### config.mk
export PLATFORM = sky130hd
export DESIGN_NAME = ptpadj_ctrl
export DESIGN_NICKNAME = d
export VERILOG_FILES = /design/src/rtl/ptpadj_pkg.sv /design/src/rtl/ptpadj_ctrl.sv
export SDC_FILE = /design/constraint.sdc
export NUM_CORES = 1
export LEC_CHECK = 0
export BUFFER_PORTS_ARGS = -buffer_cell sky130_fd_sc_hd__buf_2
export CORE_MARGIN = 2
export CORE_UTILIZATION = 45
export CTS_CLUSTER_DIAMETER = 150
export DETAILED_ROUTE_END_ITERATION = 7
export PLACE_DENSITY = 0.82
export SETUP_SLACK_MARGIN = 0.3
export SYNTH_ARGS = -nofsm -noshare
export SYNTH_HDL_FRONTEND = slang
export SYNTH_SLANG_ARGS = --single-unit
### constraint.sdc
create_clock -name clk -period 4.6 [get_ports clk]
set_input_delay 0.46 -clock clk [delete_from_list [all_inputs] [get_ports clk]]
set_output_delay 0.46 -clock clk [all_outputs]
set_load 0.005 [all_outputs]
### src/rtl/ptpadj_pkg.sv
`default_nettype none
package ptpadj_pkg;

    localparam logic [63:0] NS_PER_SEC = 64'd1000000000;
    localparam logic signed [63:0] PPB_LIMIT = 64'sd500000000;
    localparam logic signed [63:0] PPB_LIMIT_NEG = -64'sd500000000;
    localparam logic [63:0] PPM_TO_PPB = 64'd1000;
    localparam int PPM_FRAC_BITS = 16;

    typedef enum logic [1:0] {
        OP_READ   = 2'd0,
        OP_SET    = 2'd1,
        OP_STEP   = 2'd2,
        OP_ADJUST = 2'd3
    } op_t;

    typedef enum logic [1:0] {
        MUL_DRIFT,
        MUL_TARGET,
        MUL_PPM
    } mul_sel_t;

    typedef enum logic [1:0] {
        DIV_PROD,
        DIV_TOTAL,
        DIV_NOW
    } div_sel_t;

    typedef enum logic [4:0] {
        ST_IDLE,
        ST_DISPATCH,
        ST_MUL_DRIFT_WAIT,
        ST_DIV_DRIFT,
        ST_DIV_DRIFT_WAIT,
        ST_DRIFT_CAP,
        ST_SUM,
        ST_DIV_TOTAL,
        ST_DIV_TOTAL_WAIT,
        ST_TOTAL_CAP,
        ST_DIV_NOW,
        ST_DIV_NOW_WAIT,
        ST_EMIT_TIME,
        ST_MUL_TGT_WAIT,
        ST_SET,
        ST_STEP,
        ST_MUL_PPM,
        ST_MUL_PPM_WAIT,
        ST_ADJUST
    } state_t;

    typedef struct packed {
        logic     load;
        logic     mul_start;
        mul_sel_t mul_sel;
        logic     div_start;
        div_sel_t div_sel;
        logic     cap_drift;
        logic     cap_sum;
        logic     cap_total;
        logic     do_set;
        logic     do_step;
        logic     do_adjust;
        logic     emit_time;
        logic     emit_zero;
    } dp_cmd_t;

    typedef struct packed {
        op_t  opcode;
        logic mul_done;
        logic div_done;
    } dp_status_t;

endpackage
`default_nettype wire

### src/rtl/ptpadj_ctrl.sv
`default_nettype none
module ptpadj_ctrl
    import ptpadj_pkg::*;
(
    input  wire logic       clk,
    input  wire logic       rst_n,
    input  wire logic       start,
    input  wire dp_status_t status,
    output logic            busy,
    output dp_cmd_t         cmd
);

    state_t state_reg, state_next;

    always_ff @(posedge clk or negedge rst_n)
    begin
        if (!rst_n)
        begin
            state_reg <= ST_IDLE;
        end
        else
        begin
            state_reg <= state_next;
        end
    end

    always_comb
    begin
        state_next = state_reg;
        unique case (state_reg)
            ST_IDLE:
            begin
                if (start)
                begin
                    state_next = ST_DISPATCH;
                end
            end
            ST_DISPATCH:
            begin
                unique case (status.opcode) inside
                    OP_SET:  state_next = ST_MUL_TGT_WAIT;
                    OP_STEP: state_next = ST_STEP;
                    default: state_next = ST_MUL_DRIFT_WAIT;
                endcase
            end
            ST_MUL_DRIFT_WAIT:
            begin
                if (status.mul_done)
                begin
                    state_next = ST_DIV_DRIFT;
                end
            end
            ST_DIV_DRIFT:      state_next = ST_DIV_DRIFT_WAIT;
            ST_DIV_DRIFT_WAIT:
            begin
                if (status.div_done)
                begin
                    state_next = ST_DRIFT_CAP;
                end
            end
            ST_DRIFT_CAP:
            begin
                if (status.opcode == OP_ADJUST)
                begin
                    state_next = ST_MUL_PPM;
                end
                else
                begin
                    state_next = ST_SUM;
                end
            end
            ST_SUM:            state_next = ST_DIV_TOTAL;
            ST_DIV_TOTAL:      state_next = ST_DIV_TOTAL_WAIT;
            ST_DIV_TOTAL_WAIT:
            begin
                if (status.div_done)
                begin
                    state_next = ST_TOTAL_CAP;
                end
            end
            ST_TOTAL_CAP:      state_next = ST_DIV_NOW;
            ST_DIV_NOW:        state_next = ST_DIV_NOW_WAIT;
            ST_DIV_NOW_WAIT:
            begin
                if (status.div_done)
                begin
                    state_next = ST_EMIT_TIME;
                end
            end
            ST_EMIT_TIME:      state_next = ST_IDLE;
            ST_MUL_TGT_WAIT:
            begin
                if (status.mul_done)
                begin
                    state_next = ST_SET;
                end
            end
            ST_SET:            state_next = ST_IDLE;
            ST_STEP:           state_next = ST_IDLE;
            ST_MUL_PPM:        state_next = ST_MUL_PPM_WAIT;
            ST_MUL_PPM_WAIT:
            begin
                if (status.mul_done)
                begin
                    state_next = ST_ADJUST;
                end
            end
            ST_ADJUST:         state_next = ST_IDLE;
            default:           state_next = ST_IDLE;
        endcase
    end

    always_comb
    begin
        cmd         = '0;
        cmd.mul_sel = MUL_DRIFT;
        cmd.div_sel = DIV_PROD;
        unique case (state_reg)
            ST_IDLE:      cmd.load = start;
            ST_DISPATCH:
            begin
                cmd.mul_start = (status.opcode != OP_STEP);
                if (status.opcode == OP_SET)
                begin
                    cmd.mul_sel = MUL_TARGET;
                end
            end
            ST_DIV_DRIFT: cmd.div_start = 1'b1;
            ST_DRIFT_CAP: cmd.cap_drift = 1'b1;
            ST_SUM:       cmd.cap_sum = 1'b1;
            ST_DIV_TOTAL:
            begin
                cmd.div_start = 1'b1;
                cmd.div_sel   = DIV_TOTAL;
            end
            ST_DIV_TOTAL_WAIT: cmd.div_sel = DIV_TOTAL;
            ST_TOTAL_CAP: cmd.cap_total = 1'b1;
            ST_DIV_NOW:
            begin
                cmd.div_start = 1'b1;
                cmd.div_sel   = DIV_NOW;
            end
            ST_DIV_NOW_WAIT: cmd.div_sel = DIV_NOW;
            ST_EMIT_TIME: cmd.emit_time = 1'b1;
            ST_MUL_TGT_WAIT: cmd.mul_sel = MUL_TARGET;
            ST_SET:
            begin
                cmd.do_set    = 1'b1;
                cmd.emit_zero = 1'b1;
            end
            ST_STEP:
            begin
                cmd.do_step   = 1'b1;
                cmd.emit_zero = 1'b1;
            end
            ST_MUL_PPM:
            begin
                cmd.mul_start = 1'b1;
                cmd.mul_sel   = MUL_PPM;
            end
            ST_MUL_PPM_WAIT: cmd.mul_sel = MUL_PPM;
            ST_ADJUST:
            begin
                cmd.mul_sel   = MUL_PPM;
                cmd.do_adjust = 1'b1;
                cmd.emit_zero = 1'b1;
            end
            default:
            begin
                cmd.load = 1'b0;
            end
        endcase
    end

    assign busy = (state_reg != ST_IDLE);

endmodule
`default_nettype wire

==> results of run 1 <==
[kinds of logic (layout without fill, tap and decap cells)]
group | after synthesis | in the layout | synth area share
simple gates | 48 | 48 | 0.355
mux | 4 | 4 | 0.0794
fa+ha+maj | 3 | 3 | 0.0529
flops | 5 | 5 | 0.176
compound gates | 23 | 23 | 0.233
buf+inv | 14 | 30 | 0.104
[per-layer routing]
metal	part of all wire	GRT usage
met4	0	0.0545
met5	0	0
met2	0.49	0.306
met3	0.057	0.0583
met1	0.46	0.230
[power by group]
group          internal (mW)  switching, mW
sequential            0.0624         0.0988
clock                 0.0330         0.0203
combinational          0.181          0.150
[stage by stage]
step	hold slack (ns)	setup slack, ns	total power, mW
2_1_floorplan	0.164	2.92	0.433
3_3_place_gp	0.276	2.56	0.487
3_5_place_dp	0.276	2.56	0.491
4_1_cts	0.0153	2.38	0.545
5_1_grt	0.0116	2.22	0.593
6_report	0.0148	2.40	0.545
[worst max-delay path by stage]
stage	to	slack, ns
2_1_floorplan	state_reg[0]$_DFFE_PN0P_	2.92
3_3_place_gp	state_reg[1]$_DFFE_PN0P_	2.56
3_5_place_dp	state_reg[1]$_DFFE_PN0P_	2.56
4_1_cts	cmd[5]	2.38
5_1_grt	cmd[5]	2.22
6_report	cmd[5]	2.40
[cell type report]
class | instances | area, µm² | area share
Inverter | 4 | 15.0 | 0.0186
Timing Repair Buffer | 22 | 110 | 0.136
Sequential cell | 5 | 125 | 0.155
Multi-Input combinational cell | 78 | 510 | 0.633
Clock buffer | 4 | 26.3 | 0.0326
Tap cell | 16 | 20.0 | 0.0248
[cell usage after synthesis]
master	instances	area share
and2b_1	1	0.011
nor2_1	13	0.069
nor2b_1	2	0.018
inv_2	1	0.0053
o21a_2	1	0.012
inv_1	3	0.016
clkbuf_1	2	0.011
or3_1	1	0.0088
o32ai_1	2	0.025
o32a_1	1	0.014
buf_4	2	0.021
nand2b_1	7	0.062
nor4b_1	2	0.025
o21a_1	1	0.011
mux2_1	1	0.016
a21oi_1	9	0.063
nand2_1	7	0.037
nand3_1	2	0.014
nor3_2	1	0.014
dfrtp_1	5	0.18
and3_1	2	0.018
nor3_1	7	0.049
nor2_2	1	0.0088
mux2_4	3	0.063
o21ai_1	2	0.014
nor4_1	1	0.0088
and2_4	1	0.012
o211ai_1	1	0.011
ha_1	3	0.053
a31oi_1	1	0.0088
a22oi_1	1	0.011
o21ai_0	2	0.014
o221ai_4	1	0.037
buf_6	1	0.016
buf_2	5	0.035
a2bb2oi_1	1	0.012
[critical path, delay by kind of cell (launching register included)]
| kind | cells | cell delay [ns] |
|---|---|---|
| buffers and inverters | 1 | 0.16 |
| DFF | 1 | 0.71 |
| and+or+nand+nor | 2 | 0.63 |
==> impl_metrics.csv, run 1 <==
group,metric,value,unit
outcome,status,"completed",
die,die_h,43.7,µm
final_layout,largest_reg_flops,5,
timing,drv_slew,0,
worst_setup_path,cp_data_required_time,4.14,ns
place,dp_cells,125,
worst_setup_path,r2r_end,"state_reg[1]$_DFFE_PN0P_",
cts,ctsRootBufferMaster,"clkbuf_4",
worst_setup_path,worstSetupEndpointType,"output port",
timing,timing.final.hold_violations,0,
timing,finalCriticalPeriod,2.20,ns
detailed_routing,dr_total_vias,737,
logic_synthesis,ys_seq_area_frac,0.176,
final_layout,final_common_cell,"buf_2",
cts,cts.path.max_buffers,2,
detailed_routing,vias_per_cell,5.71,
cts,cts_num_sinks,5,
final_layout,final_cells,129,
grt,grt.overflow.total,0,
die,ioPinCount,23,
timing,fin_setup_tns,0,ns
worst_setup_path,critPathLaunchType,"flop",
worst_setup_path,reg2reg_slack,2.55,ns
min_path,min_path_type,"input port to asynchronous set/reset pin",
power_and_ir_drop,p_leak,0.377,nW
logic_synthesis,yosysWarnings,0,
die,start_util,0.476,
logic_synthesis,ys_ff_latch,5,
detailed_routing,wl_per_cell,12.6,µm
die,die_area,1910,µm²
detailed_routing,ant_nets,0,
logic_synthesis,syn-cell-area,709,µm²
worst_setup_path,path_class,"flop to output port",
cts,path_clk_slew,0.05,ns
worst_setup_path,rr_worst_depth,5,
logic_synthesis,synth_nets,107,
grt,grt_pass1_wl,2.74,mm
cts,post_cts_buffers,0,
die,fp-row-count,14,
cts,numCtsBuffers,3,
detailed_routing,drt_wl_total,1.62,mm
worst_setup_path,critPathLaunch,"state_reg[0]$_DFFE_PN0P_",
detailed_routing,drtIter0Drc,25,
timing,fin_crit_sh,0.479,
final_layout,num_antenna_cells,0,
final_layout,fillers,151,
final_layout,drive_above_1_share,0.301,
worst_setup_path,crit_arrival,1.74,ns
logic_synthesis,yosysUniqueCellTypes,36,
worst_setup_path,worst-path-max-fanout,21,
timing,rsz0062_at_grt,"false",
final_layout,nets,124,
final_layout,final_core_util,0.542,
flow_run,max-cap-violations,0,
timing,slew_headroom,0.545,
detailed_routing,drcViolationCount,0,
grt,grt.total_usage,0.185,
worst_setup_path,slowest_stage,"dfrtp_1",
timing,clock_skew,0.00448,ns
place,place_hpwl,1.18,mm
worst_setup_path,cpPeakStageDelay,0.71,ns
logic_synthesis,avgSynthCellArea,7.31,µm²
worst_setup_path,r2r-start,"state_reg[3]$_DFFE_PN0P_",
final_layout,synthToLayoutAreaGrowth,13.8,%
final_layout,finish.instance_area,807,µm²
grt,antenna_found_initial,0,
detailed_routing,firstDrtPassIters,4,
logic_synthesis,syn_inst,97,
grt,first_global_vias,676,
timing,clock.fmax,454,MHz
power_and_ir_drop,irDropWorstVdd,0.000285,V
worst_setup_path,path_cells,"nand2b_1 -> nor4b_1 -> buf_2",
place,gp_congestion,0.852,
cts,cts_tree,"built",
place,port_buffers,22,
power_and_ir_drop,power_density,676,nW/µm²
cts,cts_max_level,1,
cts,clk_latency,0.25,ns
timing,setup_violations,0,
place,place_area,781,µm²
final_layout,final_cell_mix,"22 x buf_2, 13 x nor2_1, 9 x a21oi_1",
cts,cts_hold_buf,0,
die,core,1490,µm²
timing,worst_pin_slew,0.682,ns
cts,cts_resized,0,
grt,grt_max_degree,24,
die,dieWidth,43.7,µm
Power figures use the tool's default switching activity.
==> run 2, diff against run 1 <==
--- a/config.mk
+++ b/config.mk
@@ -5,6 +5,7 @@
 export SDC_FILE = /design/constraint.sdc
 export NUM_CORES = 1
 export LEC_CHECK = 0
+export ABC_AREA = 1
 export BUFFER_PORTS_ARGS = -buffer_cell sky130_fd_sc_hd__buf_2
 export CORE_MARGIN = 2
 export CORE_UTILIZATION = 45
==> constraint.sdc (replaced) <==
create_clock -name clk -period 2.05 [get_ports clk]
set_input_delay 0.205 -clock clk [delete_from_list [all_inputs] [get_ports clk]]
set_output_delay 0.205 -clock clk [all_outputs]
set_load 0.005 [all_outputs]
==> impl_metrics.csv, run 2 <==
group,metric,value,unit
logic_synthesis,ys_ff_latch,5,
die,die_area,1930,µm²
timing,fin_crit_sh,0.846,
logic_synthesis,yosys.area.top_type_share,0.175,
cts,clk_latency,0.25,ns
detailed_routing,ant_nets,0,
detailed_routing,wl_per_cell,11.6,µm
timing,clock.fmax,576,MHz
worst_setup_path,path_class,"flop to output port",
worst_setup_path,worst-path-max-fanout,6,
detailed_routing,firstDrtPassIters,4,
flow_run,max-cap-violations,0,
timing,whs,0.289,ns
final_layout,finish.instance_area,908,µm²
grt,grt_max_degree,10,
worst_setup_path,r2r-start,"state_reg[0]$_DFFE_PN0P_",
grt,grt_pass1_wl,3.07,mm
timing,setup_violations,0,
final_layout,final_cell_mix,"29 x nand2_1, 22 x buf_2, 19 x nor2_1",
die,ioPinCount,23,
cts,path_clk_slew,0.05,ns
worst_setup_path,path_delay_family,"simple AND/OR/NAND/NOR gates",
grt,antenna_found_initial,0,
place,place_hpwl,1.48,mm
worst_setup_path,cp_data_required_time,1.85,ns
timing,rsz0062_at_grt,"true",
cts,cts.path.max_buffers,2,
logic_synthesis,avgSynthCellArea,6.08,µm²
logic_synthesis,async_flop_share,1.00,
logic_synthesis,syn-cell-area,717,µm²
cts,cts_max_level,1,
timing,drv_slew,0,
power_and_ir_drop,power_density,1360,nW/µm²
timing,finalCriticalPeriod,1.74,ns
logic_synthesis,synth_compound_area_frac,0.0803,
final_layout,final_core_util,0.603,
final_layout,largest_reg_flops,5,
timing,clock_skew,0.0111,ns
worst_setup_path,cp_common_cell,"inv_2",
outcome,status,"completed",
detailed_routing,vias_per_cell,5.20,
worst_setup_path,worstSetupEndpointType,"output port",
logic_synthesis,syn_inst,118,
logic_synthesis,yosysMostFrequentCell,"nand2_1",
logic_synthesis,synth-simple-area-share,0.553,
logic_synthesis,synth_ff_type,"dfrtp_1",
cts,ctsRootBufferMaster,"clkbuf_4",
final_layout,final_common_cell,"nand2_1",
detailed_routing,dr_total_vias,847,
worst_setup_path,critPathLaunch,"state_reg[1]$_DFFE_PN0P_",
logic_synthesis,synthAdderAreaFrac,0.0524,
die,fp-row-count,14,
worst_setup_path,crit_cells,6,
die,dieWidth,43.9,µm
worst_setup_path,rr_worst_depth,11,
logic_synthesis,synth_top_family_by_area,"simple AND/OR/NAND/NOR gates",
detailed_routing,drcViolationCount,0,
grt,grt.total_usage,0.210,
die,start_util,0.476,
worst_setup_path,crit_arrival,1.53,ns
detailed_routing,drt_wl_total,1.89,mm
grt,grt.overflow.total,0,
worst_setup_path,critPathLaunchType,"flop",
logic_synthesis,yosysUniqueCellTypes,25,
power_and_ir_drop,irDropWorstVdd,0.000811,V
timing,fin_setup_tns,0,ns
place,port_buffers,22,
timing,slew_headroom,0.831,
logic_synthesis,yosysWarnings,0,
logic_synthesis,synth-edff-count,0,
cts,cts_tree,"built",
detailed_routing,drtIter0Drc,21,
place,gp_congestion,0.916,
logic_synthesis,post_synth_xor_area_fraction,0,
cts,cts_num_sinks,5,
logic_synthesis,synth_nets,128,
final_layout,num_antenna_cells,0,
min_path,min_path_type,"input port to asynchronous set/reset pin",
worst_setup_path,cp_num_buf_inv,3,
worst_setup_path,cpPeakStageDelay,0.44,ns
final_layout,nets,158,
final_layout,synthToLayoutAreaGrowth,26.7,%
cts,numCtsBuffers,3,
final_layout,drive_above_1_share,0.388,
worst_setup_path,path_cells,"inv_2 -> nor2_4 -> inv_2 -> nor2_1 -> or3_1 -> buf_2",
die,core,1510,µm²
place,place_area,828,µm²
grt,first_global_vias,734,
logic_synthesis,synth_area_leader_cell,"dfrtp_1",
logic_synthesis,muxShareOfSynthArea,0,
die,die_h,43.9,µm
logic_synthesis,ys_seq_area_frac,0.175,
power_and_ir_drop,p_leak,0.524,nW
logic_synthesis,synth_area_leaders,"dfrtp_1 17%, nand2_1 16%, nor2_1 9.9%, nor2_4 7.9%, inv_1 6.3%",
logic_synthesis,yosys-top-cells-count,"30 x nand2_1, 19 x nor2_1, 12 x inv_1",
final_layout,fillers,160,
worst_setup_path,slowest_stage,"dfrtp_2",
timing,worst_pin_slew,0.252,ns
timing,timing.final.hold_violations,0,
==> run 2: cell types whose count changed after synthesis, moves of 4 or more <==
cell	change
nand2_1	+23
inv_1	+9
nand2b_1	-7
a21oi_1	-6
inv_2	+6
nor2_1	+6
buf_2	-5
nor2_4	+5
nand3_1	+4
==> run 2: cell type report <==
| class | instances | area (µm²) | share of cell area |
|---|---|---|---|
| multi-input combinational | 90 | 500 | 0.551 |
| clock buffer | 4 | 26.3 | 0.0289 |
| sequential | 5 | 130 | 0.143 |
| inverter | 21 | 81.3 | 0.0895 |
| tap | 16 | 20.0 | 0.0220 |
| timing repair buffer | 27 | 150 | 0.165 |
==> run 2: timing repair <==
item | CTS | global route
setup endpoints to repair | 1 | 5
gates resized for setup | 2 | 5
setup buffers | 2 | 2
endpoints found under the hold margin | 5 | 0
hold buffers | 1 | 0
pin swaps | 0 | 1
==> run 2: report_power, final <==
group | leakage, nW | switching [mW] | internal, mW
clock | 0.0150 | 0.0442 | 0.0739
combinational | 0.450 | 0.542 | 0.336
sequential | 0.0588 | 0.0905 | 0.149
total | 0.524 | 0.677 | 0.558
==> run 2: worst paths after layout <==
path	end	slack (ns)
setup / recovery	cmd[0]	0.31
hold / removal	state_reg[2]$_DFFE_PN0P_	0.29
setup reg to reg	state_reg[1]$_DFFE_PN0P_	0.53
hold reg to reg	state_reg[1]$_DFFE_PN0P_	0.59
max in group asynchronous	state_reg[4]$_DFFE_PN0P_	1.61
min in group clk	state_reg[4]$_DFFE_PN0P_	0.35
==> run 2: kinds of logic after synthesis <==
kind of cell,Yosys count
AO/OA/AOI/OAI,10
buffers and inverters,23
adder cells (fa/ha/maj),3
AND/OR/NAND/NOR,77
flip-flops,5
==> run 2: routing by layer <==
layer	global-route usage	vias to the layer above	routed length, µm
met1	0.286	381	845
met3	0.0625	2	132
met4	0.0667	0	17
met5	0	-	0
met2	0.318	32	894
li1	-	432	-
==> run 2: stage by stage <==
step	instances	power, mW	setup slack [ns]
6_report	163	1.24	0.315
3_3_place_gp	154	1.01	0.511
5_1_grt	163	1.37	0.251
2_1_floorplan	118	0.839	0.714
4_1_cts	161	1.17	0.306
3_5_place_dp	154	1.02	0.468
